File: config.mk
export PLATFORM = sky130hd
export DESIGN_NAME = small_language_tokenizer
export DESIGN_NICKNAME = d
export VERILOG_FILES = /design/src/slt_pkg.sv /design/src/slt_ram.sv /design/src/slt_cmdq.sv /design/src/slt_front.sv /design/src/slt_back.sv /design/src/small_language_tokenizer.sv
export SDC_FILE = /design/constraint.sdc
export NUM_CORES = 1
export LEC_CHECK = 0
export ABC_AREA = 0
export BUFFER_PORTS_ARGS = -buffer_cell sky130_fd_sc_hd__buf_2
export CAP_MARGIN = 20
export CORE_ASPECT_RATIO = 1.2
export CORE_MARGIN = 4
export CORE_UTILIZATION = 57
export DETAILED_ROUTE_END_ITERATION = 6
export GPL_ROUTABILITY_DRIVEN = 0
export PLACE_DENSITY = 0.73
export SLEW_MARGIN = 30
export SYNTH_ARGS = -nofsm -noshare
export SYNTH_HDL_FRONTEND = slang
export SYNTH_SLANG_ARGS = --single-unit
File: constraint.sdc
create_clock -name clk -period 11.3 [get_ports clk]
set_clock_uncertainty 0.1 [all_clocks]
set_input_delay 1.13 -clock clk [delete_from_list [all_inputs] [get_ports clk]]
set_output_delay 1.13 -clock clk [all_outputs]
set_load 0.05 [all_outputs]
File: src/slt_pkg.sv
// ----------------------------------------------------------------------------
// slt_pkg: shared types and constants of the small language tokenizer
// Transaction types, token kind codes, scan modes and keyword tables used by
// the front end, the command queue and the back end.
// ----------------------------------------------------------------------------
package slt_pkg;

  // Word length counter width; covers the largest supported buffer (63).
  localparam int WLEN_W   = 6;
  localparam int KW_COUNT = 8;

  // Token kinds
  localparam logic [4:0] KIND_IF     = 5'd0;
  localparam logic [4:0] KIND_IDENT  = 5'd8;
  localparam logic [4:0] KIND_LIT    = 5'd9;
  localparam logic [4:0] KIND_ASSIGN = 5'd10;
  localparam logic [4:0] KIND_PLUS   = 5'd11;
  localparam logic [4:0] KIND_MINUS  = 5'd12;
  localparam logic [4:0] KIND_STAR   = 5'd13;
  localparam logic [4:0] KIND_SLASH  = 5'd14;
  localparam logic [4:0] KIND_AMP    = 5'd15;
  localparam logic [4:0] KIND_EQ     = 5'd16;
  localparam logic [4:0] KIND_LT     = 5'd17;
  localparam logic [4:0] KIND_GT     = 5'd18;
  localparam logic [4:0] KIND_LE     = 5'd19;
  localparam logic [4:0] KIND_GE     = 5'd20;
  localparam logic [4:0] KIND_LPAREN = 5'd21;
  localparam logic [4:0] KIND_RPAREN = 5'd22;
  localparam logic [4:0] KIND_LBRACE = 5'd23;
  localparam logic [4:0] KIND_RBRACE = 5'd24;
  localparam logic [4:0] KIND_LBRACK = 5'd25;
  localparam logic [4:0] KIND_RBRACK = 5'd26;
  localparam logic [4:0] KIND_SEMI   = 5'd27;
  localparam logic [4:0] KIND_COMMA  = 5'd28;
  localparam logic [4:0] KIND_END    = 5'd29;
  // Returned by the operator lookup for a byte that is no operator; the
  // code is shared with the first keyword but never emitted from there.
  localparam logic [4:0] KIND_NONE   = KIND_IF;

  localparam logic [7:0] CH_EQ = "=";
  localparam logic [7:0] CH_LT = "<";
  localparam logic [7:0] CH_GT = ">";
  localparam logic [7:0] CH_US = "_";

  typedef enum logic [2:0] {
    MODE_IDLE = 3'b001,
    MODE_LIT  = 3'b010,
    MODE_WORD = 3'b100
  } mode_t;

  typedef enum logic [1:0] {
    HELD_NONE = 2'd0,
    HELD_EQ   = 2'd1,
    HELD_LT   = 2'd2,
    HELD_GT   = 2'd3
  } held_t;

  typedef struct packed {
    logic [7:0] ch;
    logic       end_of_text;
  } in_t;

  typedef struct packed {
    logic [4:0] kind;
    logic [7:0] text_char;
    logic       token_end;
    logic       truncated;
    logic       run_last;
  } out_t;

  // One command from the front end to the back end: either a single token
  // or a run of buffered text characters.
  typedef struct packed {
    logic              text;
    logic [4:0]        kind;
    logic [WLEN_W-1:0] len;
    logic              bank;
    logic              trunc;
    logic              last;
  } cmd_t;

  function automatic logic is_digit(logic [7:0] c);
    return (c >= "0") && (c <= "9");
  endfunction

  function automatic logic is_alpha(logic [7:0] c);
    return ((c >= "a") && (c <= "z")) || ((c >= "A") && (c <= "Z"));
  endfunction

  function automatic logic [4:0] single_op_kind(logic [7:0] c);
    logic [4:0] k;
    case (c)
      "+":     k = KIND_PLUS;
      "-":     k = KIND_MINUS;
      "*":     k = KIND_STAR;
      "/":     k = KIND_SLASH;
      "&":     k = KIND_AMP;
      "(":     k = KIND_LPAREN;
      ")":     k = KIND_RPAREN;
      "{":     k = KIND_LBRACE;
      "}":     k = KIND_RBRACE;
      "[":     k = KIND_LBRACK;
      "]":     k = KIND_RBRACK;
      ";":     k = KIND_SEMI;
      ",":     k = KIND_COMMA;
      default: k = KIND_NONE;
    endcase
    return k;
  endfunction

  function automatic logic [4:0] held_single(held_t h);
    logic [4:0] k;
    case (h)
      HELD_LT: k = KIND_LT;
      HELD_GT: k = KIND_GT;
      default: k = KIND_ASSIGN;
    endcase
    return k;
  endfunction

  function automatic logic [4:0] held_pair(held_t h);
    logic [4:0] k;
    case (h)
      HELD_LT: k = KIND_LE;
      HELD_GT: k = KIND_GE;
      default: k = KIND_EQ;
    endcase
    return k;
  endfunction

  function automatic logic [WLEN_W-1:0] kw_len(logic [2:0] k);
    logic [WLEN_W-1:0] n;
    case (k)
      3'd0:    n = WLEN_W'(2);
      3'd1:    n = WLEN_W'(4);
      3'd2:    n = WLEN_W'(4);
      3'd3:    n = WLEN_W'(5);
      3'd4:    n = WLEN_W'(3);
      3'd5:    n = WLEN_W'(4);
      3'd6:    n = WLEN_W'(4);
      default: n = WLEN_W'(6);
    endcase
    return n;
  endfunction

  // Keyword text, left aligned and padded with blanks to six characters.
  function automatic logic [7:0] kw_char(logic [2:0] k, logic [2:0] pos);
    logic [47:0] s;
    logic [7:0]  c;
    case (k)
      3'd0:    s = "if    ";
      3'd1:    s = "else  ";
      3'd2:    s = "goto  ";
      3'd3:    s = "label ";
      3'd4:    s = "int   ";
      3'd5:    s = "void  ";
      3'd6:    s = "func  ";
      default: s = "return";
    endcase
    case (pos)
      3'd0:    c = s[47:40];
      3'd1:    c = s[39:32];
      3'd2:    c = s[31:24];
      3'd3:    c = s[23:16];
      3'd4:    c = s[15:8];
      3'd5:    c = s[7:0];
      default: c = 8'h00;
    endcase
    return c;
  endfunction

endpackage

File: src/slt_ram.sv
// ----------------------------------------------------------------------------
// slt_ram: generic simple dual-port RAM
// One write port, one read port with registered read data.
// ----------------------------------------------------------------------------
module slt_ram #(
  parameter int WIDTH = 8,
  parameter int DEPTH = 64
) (
  input  logic                     clk,
  input  logic                     we,
  input  logic [$clog2(DEPTH)-1:0] waddr,
  input  logic [WIDTH-1:0]         wdata,
  input  logic                     re,
  input  logic [$clog2(DEPTH)-1:0] raddr,
  output logic [WIDTH-1:0]         rdata
);

  logic [WIDTH-1:0] mem_r [DEPTH];
  logic [WIDTH-1:0] rdata_r;

  always_ff @(posedge clk) begin
    if (we) begin
      mem_r[waddr] <= wdata;
    end
    if (re) begin
      rdata_r <= mem_r[raddr];
    end
  end

  assign rdata = rdata_r;

endmodule

File: src/slt_cmdq.sv
// ----------------------------------------------------------------------------
// slt_cmdq: command queue between tokenizer front end and back end
// Small register FIFO of token commands.
// ----------------------------------------------------------------------------
module slt_cmdq #(
  parameter int DEPTH = 4
) (
  input  logic          clk,
  input  logic          rst_n,
  input  logic          q_push,
  input  slt_pkg::cmd_t q_push_cmd,
  output logic          q_full,
  input  logic          q_pop,
  output slt_pkg::cmd_t q_cmd,
  output logic          q_empty
);
  import slt_pkg::*;

  localparam int PW = (DEPTH > 1) ? $clog2(DEPTH) : 1;
  localparam int CW = $clog2(DEPTH + 1);

  cmd_t          mem_r [DEPTH];
  logic [PW-1:0] wptr_r, wptr_nxt;
  logic [PW-1:0] rptr_r, rptr_nxt;
  logic [CW-1:0] cnt_r, cnt_nxt;

  assign q_full  = (cnt_r == CW'(DEPTH));
  assign q_empty = (cnt_r == '0);
  assign q_cmd   = mem_r[rptr_r];

  always_comb begin
    wptr_nxt = wptr_r;
    rptr_nxt = rptr_r;
    cnt_nxt  = cnt_r;
    if (q_push) begin
      wptr_nxt = (wptr_r == PW'(DEPTH - 1)) ? '0 : wptr_r + PW'(1);
    end
    if (q_pop) begin
      rptr_nxt = (rptr_r == PW'(DEPTH - 1)) ? '0 : rptr_r + PW'(1);
    end
    if (q_push && !q_pop) begin
      cnt_nxt = cnt_r + CW'(1);
    end else if (!q_push && q_pop) begin
      cnt_nxt = cnt_r - CW'(1);
    end
  end

  always_ff @(posedge clk) begin
    if (!rst_n) begin
      wptr_r <= '0;
      rptr_r <= '0;
      cnt_r  <= '0;
    end else begin
      wptr_r <= wptr_nxt;
      rptr_r <= rptr_nxt;
      cnt_r  <= cnt_nxt;
    end
  end

  always_ff @(posedge clk) begin
    if (q_push) begin
      mem_r[wptr_r] <= q_push_cmd;
    end
  end

  a_no_overflow: assert property (@(posedge clk) disable iff (!rst_n)
    q_push && q_full |-> q_pop)
    else $error("command queue written while full");

  a_no_underflow: assert property (@(posedge clk) disable iff (!rst_n)
    q_pop |-> !q_empty)
    else $error("command queue read while empty");

endmodule

File: src/slt_front.sv
// ----------------------------------------------------------------------------
// slt_front: tokenizer front end
// Accepts source bytes, tracks scan mode and held operator, writes word
// characters to the buffer RAM, and queues token commands for the back end.
// ----------------------------------------------------------------------------
module slt_front #(
  parameter int MAX_WORD = 32,
  parameter int IW       = 5
) (
  input  logic          clk,
  input  logic          rst_n,
  input  logic          in_push,
  output logic          in_full,
  input  slt_pkg::in_t  in_item,
  output logic          q_push,
  output slt_pkg::cmd_t q_push_cmd,
  input  logic          q_full,
  input  logic          text_done,
  output logic          wr_en,
  output logic [IW:0]   wr_addr,
  output logic [7:0]    wr_data
);
  import slt_pkg::*;

  mode_t             mode_r, mode_nxt;
  held_t             held_r, held_nxt;
  logic [WLEN_W-1:0] len_r, len_nxt;
  logic              ovf_r, ovf_nxt;
  logic              bank_r, bank_nxt;
  logic              busy_r, busy_nxt;
  logic [2:0]        slot_v_r, slot_v_nxt;
  logic [KW_COUNT-1:0] match_r, match_nxt;
  cmd_t              slot_r [3];

  logic              accept, mode_lit, mode_word, mode_act;
  logic              dig, alp, wch;
  logic              kw_hit, flush_kw;
  logic [2:0]        kw_idx;
  cmd_t              a_cmd, b_cmd, c_cmd;
  logic              a_v, b_v, c_v;
  logic              do_append, start_word, text_create;
  logic [WLEN_W-1:0] len_base;
  logic [KW_COUNT-1:0] match_base;
  logic              ovf_base;
  logic [1:0]        sel;

  assign mode_lit  = (mode_r == MODE_LIT);
  assign mode_word = (mode_r == MODE_WORD);
  assign mode_act  = mode_lit || mode_word;
  // A byte may flush the current word and start the next one; the other bank
  // must be free then.
  assign in_full   = (|slot_v_r) || (mode_act && busy_r);
  assign accept    = in_push && !in_full;

  assign dig = is_digit(in_item.ch);
  assign alp = is_alpha(in_item.ch);
  assign wch = dig || alp || (in_item.ch == CH_US);

  always_comb begin
    kw_hit = 1'b0;
    kw_idx = '0;
    for (int k = KW_COUNT - 1; k >= 0; k--) begin
      if (match_r[k] && (len_r == kw_len(3'(k)))) begin
        kw_hit = 1'b1;
        kw_idx = 3'(k);
      end
    end
  end

  assign flush_kw = mode_word && !ovf_r && kw_hit;

  always_comb begin
    mode_nxt   = mode_r;
    held_nxt   = held_r;
    len_nxt    = len_r;
    ovf_nxt    = ovf_r;
    bank_nxt   = bank_r;
    match_nxt  = match_r;
    a_v        = 1'b0;
    b_v        = 1'b0;
    c_v        = 1'b0;
    do_append  = 1'b0;
    start_word = 1'b0;
    wr_en      = 1'b0;

    a_cmd       = '0;
    a_cmd.kind  = held_single(held_r);
    b_cmd       = '0;
    b_cmd.text  = !flush_kw;
    b_cmd.kind  = flush_kw ? {2'b00, kw_idx} : (mode_lit ? KIND_LIT : KIND_IDENT);
    b_cmd.len   = len_r;
    b_cmd.bank  = bank_r;
    b_cmd.trunc = ovf_r;
    c_cmd       = '0;
    c_cmd.kind  = KIND_END;

    if (accept) begin
      if (in_item.end_of_text) begin
        a_v      = (held_r != HELD_NONE);
        b_v      = mode_act;
        c_v      = 1'b1;
        held_nxt = HELD_NONE;
        mode_nxt = MODE_IDLE;
      end else if ((held_r != HELD_NONE) && (in_item.ch == CH_EQ)) begin
        a_v        = 1'b1;
        a_cmd.kind = held_pair(held_r);
        held_nxt   = HELD_NONE;
      end else begin
        a_v      = (held_r != HELD_NONE);
        held_nxt = HELD_NONE;
        if ((mode_lit && dig) || (mode_word && wch)) begin
          do_append = 1'b1;
        end else begin
          b_v      = mode_act;
          mode_nxt = MODE_IDLE;
          if (dig || alp) begin
            start_word = 1'b1;
            do_append  = 1'b1;
            mode_nxt   = dig ? MODE_LIT : MODE_WORD;
          end else if (in_item.ch == CH_EQ) begin
            held_nxt = HELD_EQ;
          end else if (in_item.ch == CH_LT) begin
            held_nxt = HELD_LT;
          end else if (in_item.ch == CH_GT) begin
            held_nxt = HELD_GT;
          end else begin
            c_cmd.kind = single_op_kind(in_item.ch);
            c_v        = (c_cmd.kind != KIND_NONE);
          end
        end
      end
    end

    a_cmd.last = !b_v && !c_v;
    b_cmd.last = !c_v;
    c_cmd.last = 1'b1;

    // Text flush hands the current bank to the back end; swap banks.
    text_create = b_v && !flush_kw;
    if (text_create) begin
      bank_nxt = ~bank_r;
    end
    busy_nxt = text_create ? 1'b1 : (text_done ? 1'b0 : busy_r);

    len_base   = start_word ? '0 : len_r;
    match_base = start_word ? '1 : match_r;
    ovf_base   = start_word ? 1'b0 : ovf_r;
    if (do_append) begin
      if (len_base < WLEN_W'(MAX_WORD)) begin
        wr_en   = 1'b1;
        len_nxt = len_base + WLEN_W'(1);
        ovf_nxt = ovf_base;
        for (int k = 0; k < KW_COUNT; k++) begin
          match_nxt[k] = match_base[k] && (len_base < kw_len(3'(k))) &&
                         (kw_char(3'(k), len_base[2:0]) == in_item.ch);
        end
      end else begin
        len_nxt   = len_base;
        ovf_nxt   = 1'b1;
        match_nxt = match_base;
      end
    end

    slot_v_nxt = slot_v_r;
    if (accept) begin
      slot_v_nxt = {c_v, b_v, a_v};
    end else if (q_push) begin
      slot_v_nxt[sel] = 1'b0;
    end
  end

  assign wr_addr = {bank_nxt, len_base[IW-1:0]};
  assign wr_data = in_item.ch;

  // Drain pending commands in token order, one per cycle while the queue is not full.
  always_comb begin
    if (slot_v_r[0]) begin
      sel = 2'd0;
    end else if (slot_v_r[1]) begin
      sel = 2'd1;
    end else begin
      sel = 2'd2;
    end
  end

  assign q_push     = (|slot_v_r) && !q_full;
  assign q_push_cmd = slot_r[sel];

  always_ff @(posedge clk) begin
    if (!rst_n) begin
      mode_r   <= MODE_IDLE;
      held_r   <= HELD_NONE;
      len_r    <= '0;
      ovf_r    <= 1'b0;
      bank_r   <= 1'b0;
      busy_r   <= 1'b0;
      slot_v_r <= '0;
    end else begin
      mode_r   <= mode_nxt;
      held_r   <= held_nxt;
      len_r    <= len_nxt;
      ovf_r    <= ovf_nxt;
      bank_r   <= bank_nxt;
      busy_r   <= busy_nxt;
      slot_v_r <= slot_v_nxt;
    end
  end

  always_ff @(posedge clk) begin
    match_r <= match_nxt;
    if (accept) begin
      slot_r[0] <= a_cmd;
      slot_r[1] <= b_cmd;
      slot_r[2] <= c_cmd;
    end
  end

  a_one_text_in_flight: assert property (@(posedge clk) disable iff (!rst_n)
    text_create |-> !busy_r)
    else $error("second text run queued while buffer bank busy");

  a_done_when_busy: assert property (@(posedge clk) disable iff (!rst_n)
    text_done |-> busy_r)
    else $error("text run finished with no run outstanding");

endmodule

File: src/slt_back.sv
// ----------------------------------------------------------------------------
// slt_back: tokenizer back end
// Pops token commands, reads buffered word text and drives the result
// register; it sends all text of one command before it pops the next.
// ----------------------------------------------------------------------------
module slt_back #(
  parameter int IW = 5
) (
  input  logic          clk,
  input  logic          rst_n,
  input  slt_pkg::cmd_t q_cmd,
  input  logic          q_empty,
  output logic          q_pop,
  output logic          rd_en,
  output logic [IW:0]   rd_addr,
  input  logic [7:0]    rd_data,
  output logic          text_done,
  output logic          out_empty,
  input  logic          out_pop,
  output slt_pkg::out_t out_item
);
  import slt_pkg::*;

  typedef enum logic [1:0] {
    B_IDLE = 2'b01,
    B_TEXT = 2'b10
  } bstate_t;

  bstate_t           state_r, state_nxt;
  cmd_t              cur_r, cur_nxt;
  logic [WLEN_W-1:0] idx_r, idx_nxt;
  out_t              obuf_r, obuf_nxt;
  logic              obuf_v_r, obuf_v_nxt;
  logic              load_ok, load, last_ch;
  logic [WLEN_W-1:0] idx_inc;

  assign load_ok   = !obuf_v_r || out_pop;
  assign idx_inc   = idx_r + WLEN_W'(1);
  assign last_ch   = (idx_inc == cur_r.len);
  assign out_empty = !obuf_v_r;
  assign out_item  = obuf_r;

  always_comb begin
    state_nxt = state_r;
    cur_nxt   = cur_r;
    idx_nxt   = idx_r;
    obuf_nxt  = obuf_r;
    q_pop     = 1'b0;
    rd_en     = 1'b0;
    rd_addr   = {q_cmd.bank, {IW{1'b0}}};
    load      = 1'b0;
    text_done = 1'b0;
    case (state_r)
      B_IDLE: begin
        if (!q_empty) begin
          if (q_cmd.text) begin
            q_pop     = 1'b1;
            rd_en     = 1'b1;
            cur_nxt   = q_cmd;
            idx_nxt   = '0;
            state_nxt = B_TEXT;
          end else if (load_ok) begin
            q_pop              = 1'b1;
            load               = 1'b1;
            obuf_nxt.kind      = q_cmd.kind;
            obuf_nxt.text_char = 8'h00;
            obuf_nxt.token_end = 1'b1;
            obuf_nxt.truncated = 1'b0;
            obuf_nxt.run_last  = q_cmd.last;
          end
        end
      end
      B_TEXT: begin
        rd_addr = {cur_r.bank, idx_inc[IW-1:0]};
        if (load_ok) begin
          load               = 1'b1;
          obuf_nxt.kind      = cur_r.kind;
          obuf_nxt.text_char = rd_data;
          obuf_nxt.token_end = last_ch;
          obuf_nxt.truncated = cur_r.trunc;
          obuf_nxt.run_last  = cur_r.last && last_ch;
          if (last_ch) begin
            text_done = 1'b1;
            state_nxt = B_IDLE;
          end else begin
            rd_en   = 1'b1;
            idx_nxt = idx_inc;
          end
        end
      end
      default: begin
        state_nxt = B_IDLE;
      end
    endcase
    obuf_v_nxt = load ? 1'b1 : (out_pop ? 1'b0 : obuf_v_r);
  end

  always_ff @(posedge clk) begin
    if (!rst_n) begin
      state_r  <= B_IDLE;
      obuf_v_r <= 1'b0;
    end else begin
      state_r  <= state_nxt;
      obuf_v_r <= obuf_v_nxt;
    end
  end

  always_ff @(posedge clk) begin
    cur_r  <= cur_nxt;
    idx_r  <= idx_nxt;
    obuf_r <= obuf_nxt;
  end

  a_text_nonempty: assert property (@(posedge clk) disable iff (!rst_n)
    (state_r == B_TEXT) |-> (cur_r.len != '0) && (idx_r < cur_r.len))
    else $error("text run index out of range");

endmodule

File: src/small_language_tokenizer.sv
// ----------------------------------------------------------------------------
// small_language_tokenizer: streaming tokenizer for a small C-like language
// Source bytes in, tokens out; word and literal text leaves one character
// per result transaction.
// ----------------------------------------------------------------------------
//
//   channel  | handshake         | payload   | transaction
//   ---------+-------------------+-----------+-------------------------------
//   input    | push / full       | in_item   | push && !full at clk edge
//   result   | pop / empty       | out_item  | pop && !empty at clk edge
//
// Input: a byte that only extends a word or literal, or yields nothing,
//   queues no command; a byte that yields tokens holds full while its
//   commands (held operator, flushed word, operator or end) go one at a
//   time through the front end's single queue write port.
// Text: the back end streams word text from the buffer RAM at one character
//   per cycle unless the result register is held; full holds while a new
//   word is in progress and the previous word text has not yet drained.
// Reset: rst_n is synchronous, active low; no clearing pass (word buffer is
//   written before it is read).
// Stalls: the result register and command queue let the input side keep
//   going while a finished result waits for pop.
//
module small_language_tokenizer #(
  parameter int MAX_WORD   = 32,
  parameter int CMDQ_DEPTH = 4
) (
  input  logic          clk,
  input  logic          rst_n,
  input  logic          push,
  output logic          full,
  input  slt_pkg::in_t  in_item,
  output logic          empty,
  input  logic          pop,
  output slt_pkg::out_t out_item
);
  import slt_pkg::*;

  // Word index width; the buffer holds two banks of 2**IW characters so the
  // front end can fill one word while the back end drains the previous one.
  localparam int IW = $clog2(MAX_WORD);
  localparam int AW = IW + 1;

  logic          q_push, q_full, q_pop, q_empty;
  cmd_t          q_push_cmd, q_cmd;
  logic          text_done;
  logic          ram_we, ram_re;
  logic [AW-1:0] ram_waddr, ram_raddr;
  logic [7:0]    ram_wdata, ram_rdata;

  // Front end: classify bytes, hold scan state, queue token commands.
  slt_front #(
    .MAX_WORD (MAX_WORD),
    .IW       (IW)
  ) u_front (
    .clk        (clk),
    .rst_n      (rst_n),
    .in_push    (push),
    .in_full    (full),
    .in_item    (in_item),
    .q_push     (q_push),
    .q_push_cmd (q_push_cmd),
    .q_full     (q_full),
    .text_done  (text_done),
    .wr_en      (ram_we),
    .wr_addr    (ram_waddr),
    .wr_data    (ram_wdata)
  );

  // Decouple the two halves so each can stall on its own.
  slt_cmdq #(
    .DEPTH (CMDQ_DEPTH)
  ) u_cmdq (
    .clk        (clk),
    .rst_n      (rst_n),
    .q_push     (q_push),
    .q_push_cmd (q_push_cmd),
    .q_full     (q_full),
    .q_pop      (q_pop),
    .q_cmd      (q_cmd),
    .q_empty    (q_empty)
  );

  // Word buffer, two banks selected by the top address bit.
  slt_ram #(
    .WIDTH (8),
    .DEPTH (2 ** AW)
  ) u_buf (
    .clk   (clk),
    .we    (ram_we),
    .waddr (ram_waddr),
    .wdata (ram_wdata),
    .re    (ram_re),
    .raddr (ram_raddr),
    .rdata (ram_rdata)
  );

  // Back end: expand commands into result transactions.
  slt_back #(
    .IW (IW)
  ) u_back (
    .clk       (clk),
    .rst_n     (rst_n),
    .q_cmd     (q_cmd),
    .q_empty   (q_empty),
    .q_pop     (q_pop),
    .rd_en     (ram_re),
    .rd_addr   (ram_raddr),
    .rd_data   (ram_rdata),
    .text_done (text_done),
    .out_empty (empty),
    .out_pop   (pop),
    .out_item  (out_item)
  );

  // Front end must never write the bank the back end is draining.
  a_bank_apart: assert property (@(posedge clk) disable iff (!rst_n)
    ram_we && ram_re |-> ram_waddr[AW-1] != ram_raddr[AW-1])
    else $error("word buffer bank written while being read");

endmodule

==> out/qor.tcl <==
set qor(placedInstanceArea_sq_um) 29700
set qor(worstReg2RegStart) {u_front.slot_v_r[0]}
set qor(drcViolationCount) 0
set qor(place.port_buffers) 30
set qor(timing.critical_path.cells) {buf_2, buf_4, and4bb_2, nand2_1, o22ai_1, nand2_2, nand2_1, inv_1, ha_1, ha_1, a2111o_1, a21oi_1, mux2i_1, o21ai_0, nor4_1, o221a_2}
set qor(final_design_area_no_fill_sq_um) 31800
set qor(wl_per_cell_um) 25.7
set qor(ys_ff_latch) 677
set qor(final.period_utilization) 0.503
set qor(critPathSlowestCell) {sky130_fd_sc_hd__buf_4}
set qor(postSynth.asyncResetShare) 0
set qor(worst_pin_slew_ps) 1040
set qor(critPathTopFamily) {simple AND/OR/NAND/NOR gates}
set qor(worst_skew_pair.late_latency_ps) 620
set qor(floorplan.initialDensity) 0.576
set qor(worstPathRequired_ps) 11690
set qor(nNetsFinal) 2058
set qor(finalSetupViolCount) 0
set qor(initialDrtViolationCount) 1975
set qor(worstRegToRegCells) 14
set qor(syn_avg_cell_area_sq_um) 14.2
set qor(final_wirelength_mm) 70.0
set qor(antenna_found_initial) 1
set qor(synthesized_instance_count) 2043
set qor(antennaDiodeCount) 0
set qor(first_pass_iters) 6
set qor(core_ar_sq_um) 50200
set qor(floorplan.rows) 90
set qor(routed-via-count) 17873
set qor(number_of_synthesized_flops_with_an_enable_pin) 648
set qor(timing.final.hold_violations) 0
set qor(grt_setup_unrepaired) {false}
set qor(worst_setup_path_endpoint) {u_front.match_r[0]}
set qor(global_route_total_usage_across_every_layer) 0.254
set qor(path_clk_slew_ps) 80
set qor(cts_root_buffer) {sky130_fd_sc_hd__clkbuf_16}
set qor(cts-buffers-inserted) 59
set qor(critPathCaptureType) {flop}
set qor(setup-tns-final_ps) 0
set qor(met3_usage) 0.0424
set qor(achievable-frequency_ghz) 0.176
set qor(grt-busiest-layer) {met2}
set qor(netlist-cell-type-count) 87
set qor(xor_and_xnor_area_share_after_synthesis) 0.00908
set qor(r2r_slack_ps) 6380
set qor(yosysWarnings) 0
set qor(routed_via_density) 6.56
set qor(final_layout_size_suffix_gt1_frac) 0.129
set qor(critPathKind) {in2reg}
set qor(crit-reg2reg-capture) {u_front.match_r[0]}
set qor(synth_fp_nets) 2071
set qor(grt.met2_usage) 0.405
set qor(cts_buffer_depth) 3
set qor(clock_sink_count) 677
set qor(yosysSeqAreaShare) 0.692
set qor(boundaryPins) 31
set qor(cts_hold_repair.buffers) 0
set qor(global_route.overflow_total) 0
set qor(cts_setup_buffers) 0
set qor(dieHeight_um) 255
set qor(hpwlAfterDp_mm) 41.4
set qor(finalMaxSlewViolations) 0
set qor(die_w_um) 214
set qor(synth-compound-area-share) 0.0908
set qor(final.min_clock_period_ps) 5690
set qor(dieArea_sq_um) 54500
set qor(synthesized_area_fraction_occupied_by_adder_cells) 0.00674
set qor(total_standard_cell_area_after_synthesis_sq_um) 28900
set qor(power_leakage_nw) 10.6
set qor(tritoncts) {yes}
set qor(grt_max_degree) 152
set qor(run_status) {finished clean}
set qor(maxSlewHeadroom) 0.301
set qor(critPathArrivalTime_ps) 6080
set qor(worst_setup_path_start_kind) {input pin}
set qor(irDropWorstVdd_uv) 191
set qor(crit_cells) 16
set qor(synth_ff_type) {sky130_fd_sc_hd__edfxtp_1}
set qor(min_path_type) {reg2reg}
set qor(first_pass_grt_wire_length_mm) 105
set qor(power_density_nw_per_um2) 204
set qor(htreeDepth) 2
set qor(via_count_of_the_first_global_routing_pass) 17196
set qor(final_antenna_net_count) 0
set qor(critical_path.startpoint) {in_item[6]}
set qor(area_growth_syn_to_layout_pct) 9.75
set qor(gr-usage-met1) 0.356
set qor(worst-path-max-fanout) 74
set qor(multiplexer_share_of_the_synthesized_area) 0.0698
set qor(drv_cap) 0
set qor(path_buf_inv) 3
set qor(synth_top_family_by_area) {simple AND/OR/NAND/NOR gates}
set qor(number_of_gates_resized_after_cts) 0
set qor(timing.critical_path.slowest_cell_delay_ps) 710
set qor(simple_gate_share_of_the_synthesized_area) 0.106
[cell type report]
cell class / instances / area (sq um)
inverters: 38 / 143
repair buffers: 60 / 412
fillers: 3545 / 18500
clock inverters: 37 / 379
well taps: 644 / 806
clock buffers: 73 / 1570
flip-flops and latches: 677 / 20000
multi-input cells: 1194 / 8420
[per-stage QoR]
| step | power, mW | hold slack (ps) | utilization | cells | setup WS (ps) |
|---|---|---|---|---|---|
| 6_report | 6.48 | 368 | 0.633 | 2723 | 5610 |
| 5_1_grt | 6.71 | 389 | 0.633 | 2723 | 5420 |
| 4_1_cts | 6.48 | 366 | 0.630 | 2721 | 5650 |
| 3_5_place_dp | 4.48 | 347 | 0.591 | 2611 | 5000 |
| 3_3_place_gp | 4.44 | 343 | 0.590 | 2611 | 5350 |
| 2_1_floorplan | 3.96 | 306 | - | 2043 | 6850 |
[synth_stat cells, drive strengths merged (29+ instances only)]
library cell | number | area [sq um]
edfxtp | 648 | 19500
mux2i | 112 | 1120
nor3 | 47 | 252
a21oi | 65 | 325
a311oi | 57 | 499
mux4 | 37 | 833
o21ai | 60 | 308
nor2b | 60 | 375
a31oi | 37 | 231
nand2 | 281 | 1060
and2 | 35 | 223
a211oi | 61 | 458
inv | 36 | 135
clkbuf | 88 | 330
buf | 46 | 250
and3 | 36 | 225
dfxtp | 29 | 581
nor2 | 57 | 238
nand3 | 53 | 265
[flip-flops by register name (all words and copies together) (netlist names), 6 cells and up, named ones only]
| register | flops |
|---|---|
| u_front.slot_r | 24 |
| u_buf.mem_r | 512 |
| u_back.idx_r | 6 |
| u_back.out_item | 16 |
| u_front.len_r | 6 |
| u_front.match_r | 8 |
| u_back.cur_r | 14 |
| u_cmdq.mem_r | 60 |
| u_buf.rdata | 8 |
[where the power goes]
part	internal, mW	switching (mW)
logic	0.494	1.04
clock network	1.15	0.882
registers	2.86	0.0549
total	4.50	1.98
[per-layer routing]
metal	share of wire	wire length, um
met2	0.48	33500
met3	0.088	6190
met1	0.39	27400
met4	0.042	2950
met5	0	0
[cells in the final DEF, fill, tap and decap left out, types with 9 or more instances in the layout]
cell / n
sky130_fd_sc_hd__clkbuf_1: 11
sky130_fd_sc_hd__a211oi_1: 61
sky130_fd_sc_hd__o221ai_1: 14
sky130_fd_sc_hd__clkinv_2: 10
sky130_fd_sc_hd__nor2_1: 52
sky130_fd_sc_hd__nand2_1: 278
sky130_fd_sc_hd__nor2b_1: 60
sky130_fd_sc_hd__clkbuf_16: 60
sky130_fd_sc_hd__a31oi_1: 37
sky130_fd_sc_hd__and3_1: 36
sky130_fd_sc_hd__dfxtp_1: 29
sky130_fd_sc_hd__and2_1: 33
sky130_fd_sc_hd__mux2i_1: 111
sky130_fd_sc_hd__edfxtp_1: 648
sky130_fd_sc_hd__mux4_2: 37
sky130_fd_sc_hd__nor3_1: 16
sky130_fd_sc_hd__xnor2_1: 20
sky130_fd_sc_hd__o22ai_1: 9
sky130_fd_sc_hd__clkinv_1: 14
sky130_fd_sc_hd__inv_1: 33
sky130_fd_sc_hd__nand3_1: 53
sky130_fd_sc_hd__a21oi_1: 65
sky130_fd_sc_hd__o21ai_0: 55
sky130_fd_sc_hd__a311oi_1: 57
sky130_fd_sc_hd__ha_1: 14
sky130_fd_sc_hd__buf_4: 25
sky130_fd_sc_hd__nor3_2: 30
sky130_fd_sc_hd__buf_2: 30
[cells by family after synthesis]
| group | count (synthesis) |
|---|---|
| AO/OA/AOI/OAI | 371 |
| adder cells (fa/ha/maj) | 15 |
| AND/OR/NAND/NOR | 623 |
| XOR/XNOR | 30 |
| flip-flops | 677 |
| multiplexers | 155 |
| buffers and inverters | 172 |
[how the worst min path moves through the flow]
stage	depth (start not counted)	to	start
3_3_place_gp	0	u_front.slot_r[1][2]	u_front.bank_r
3_5_place_dp	0	u_front.slot_r[1][2]	u_front.bank_r
5_1_grt	0	u_front.slot_r[1][2]	u_front.bank_r
4_1_cts	0	u_front.slot_r[1][2]	u_front.bank_r
2_1_floorplan	0	u_front.slot_r[1][4]	u_front.len_r[1]
6_report	0	u_front.slot_r[1][2]	u_front.bank_r
[worst reg2reg max path: cells and delay by family, from the launching register on]
family                     cells  cell delay, ps
and+or+nand+nor                5            1880
AOI/OAI and AO/OA              5            1370
adders and majority gates      2             540
DFF                            1             470
muxes                          1             260
buffers and inverters          1             160
No activity file was read; power rests on OpenSTA's default activity.
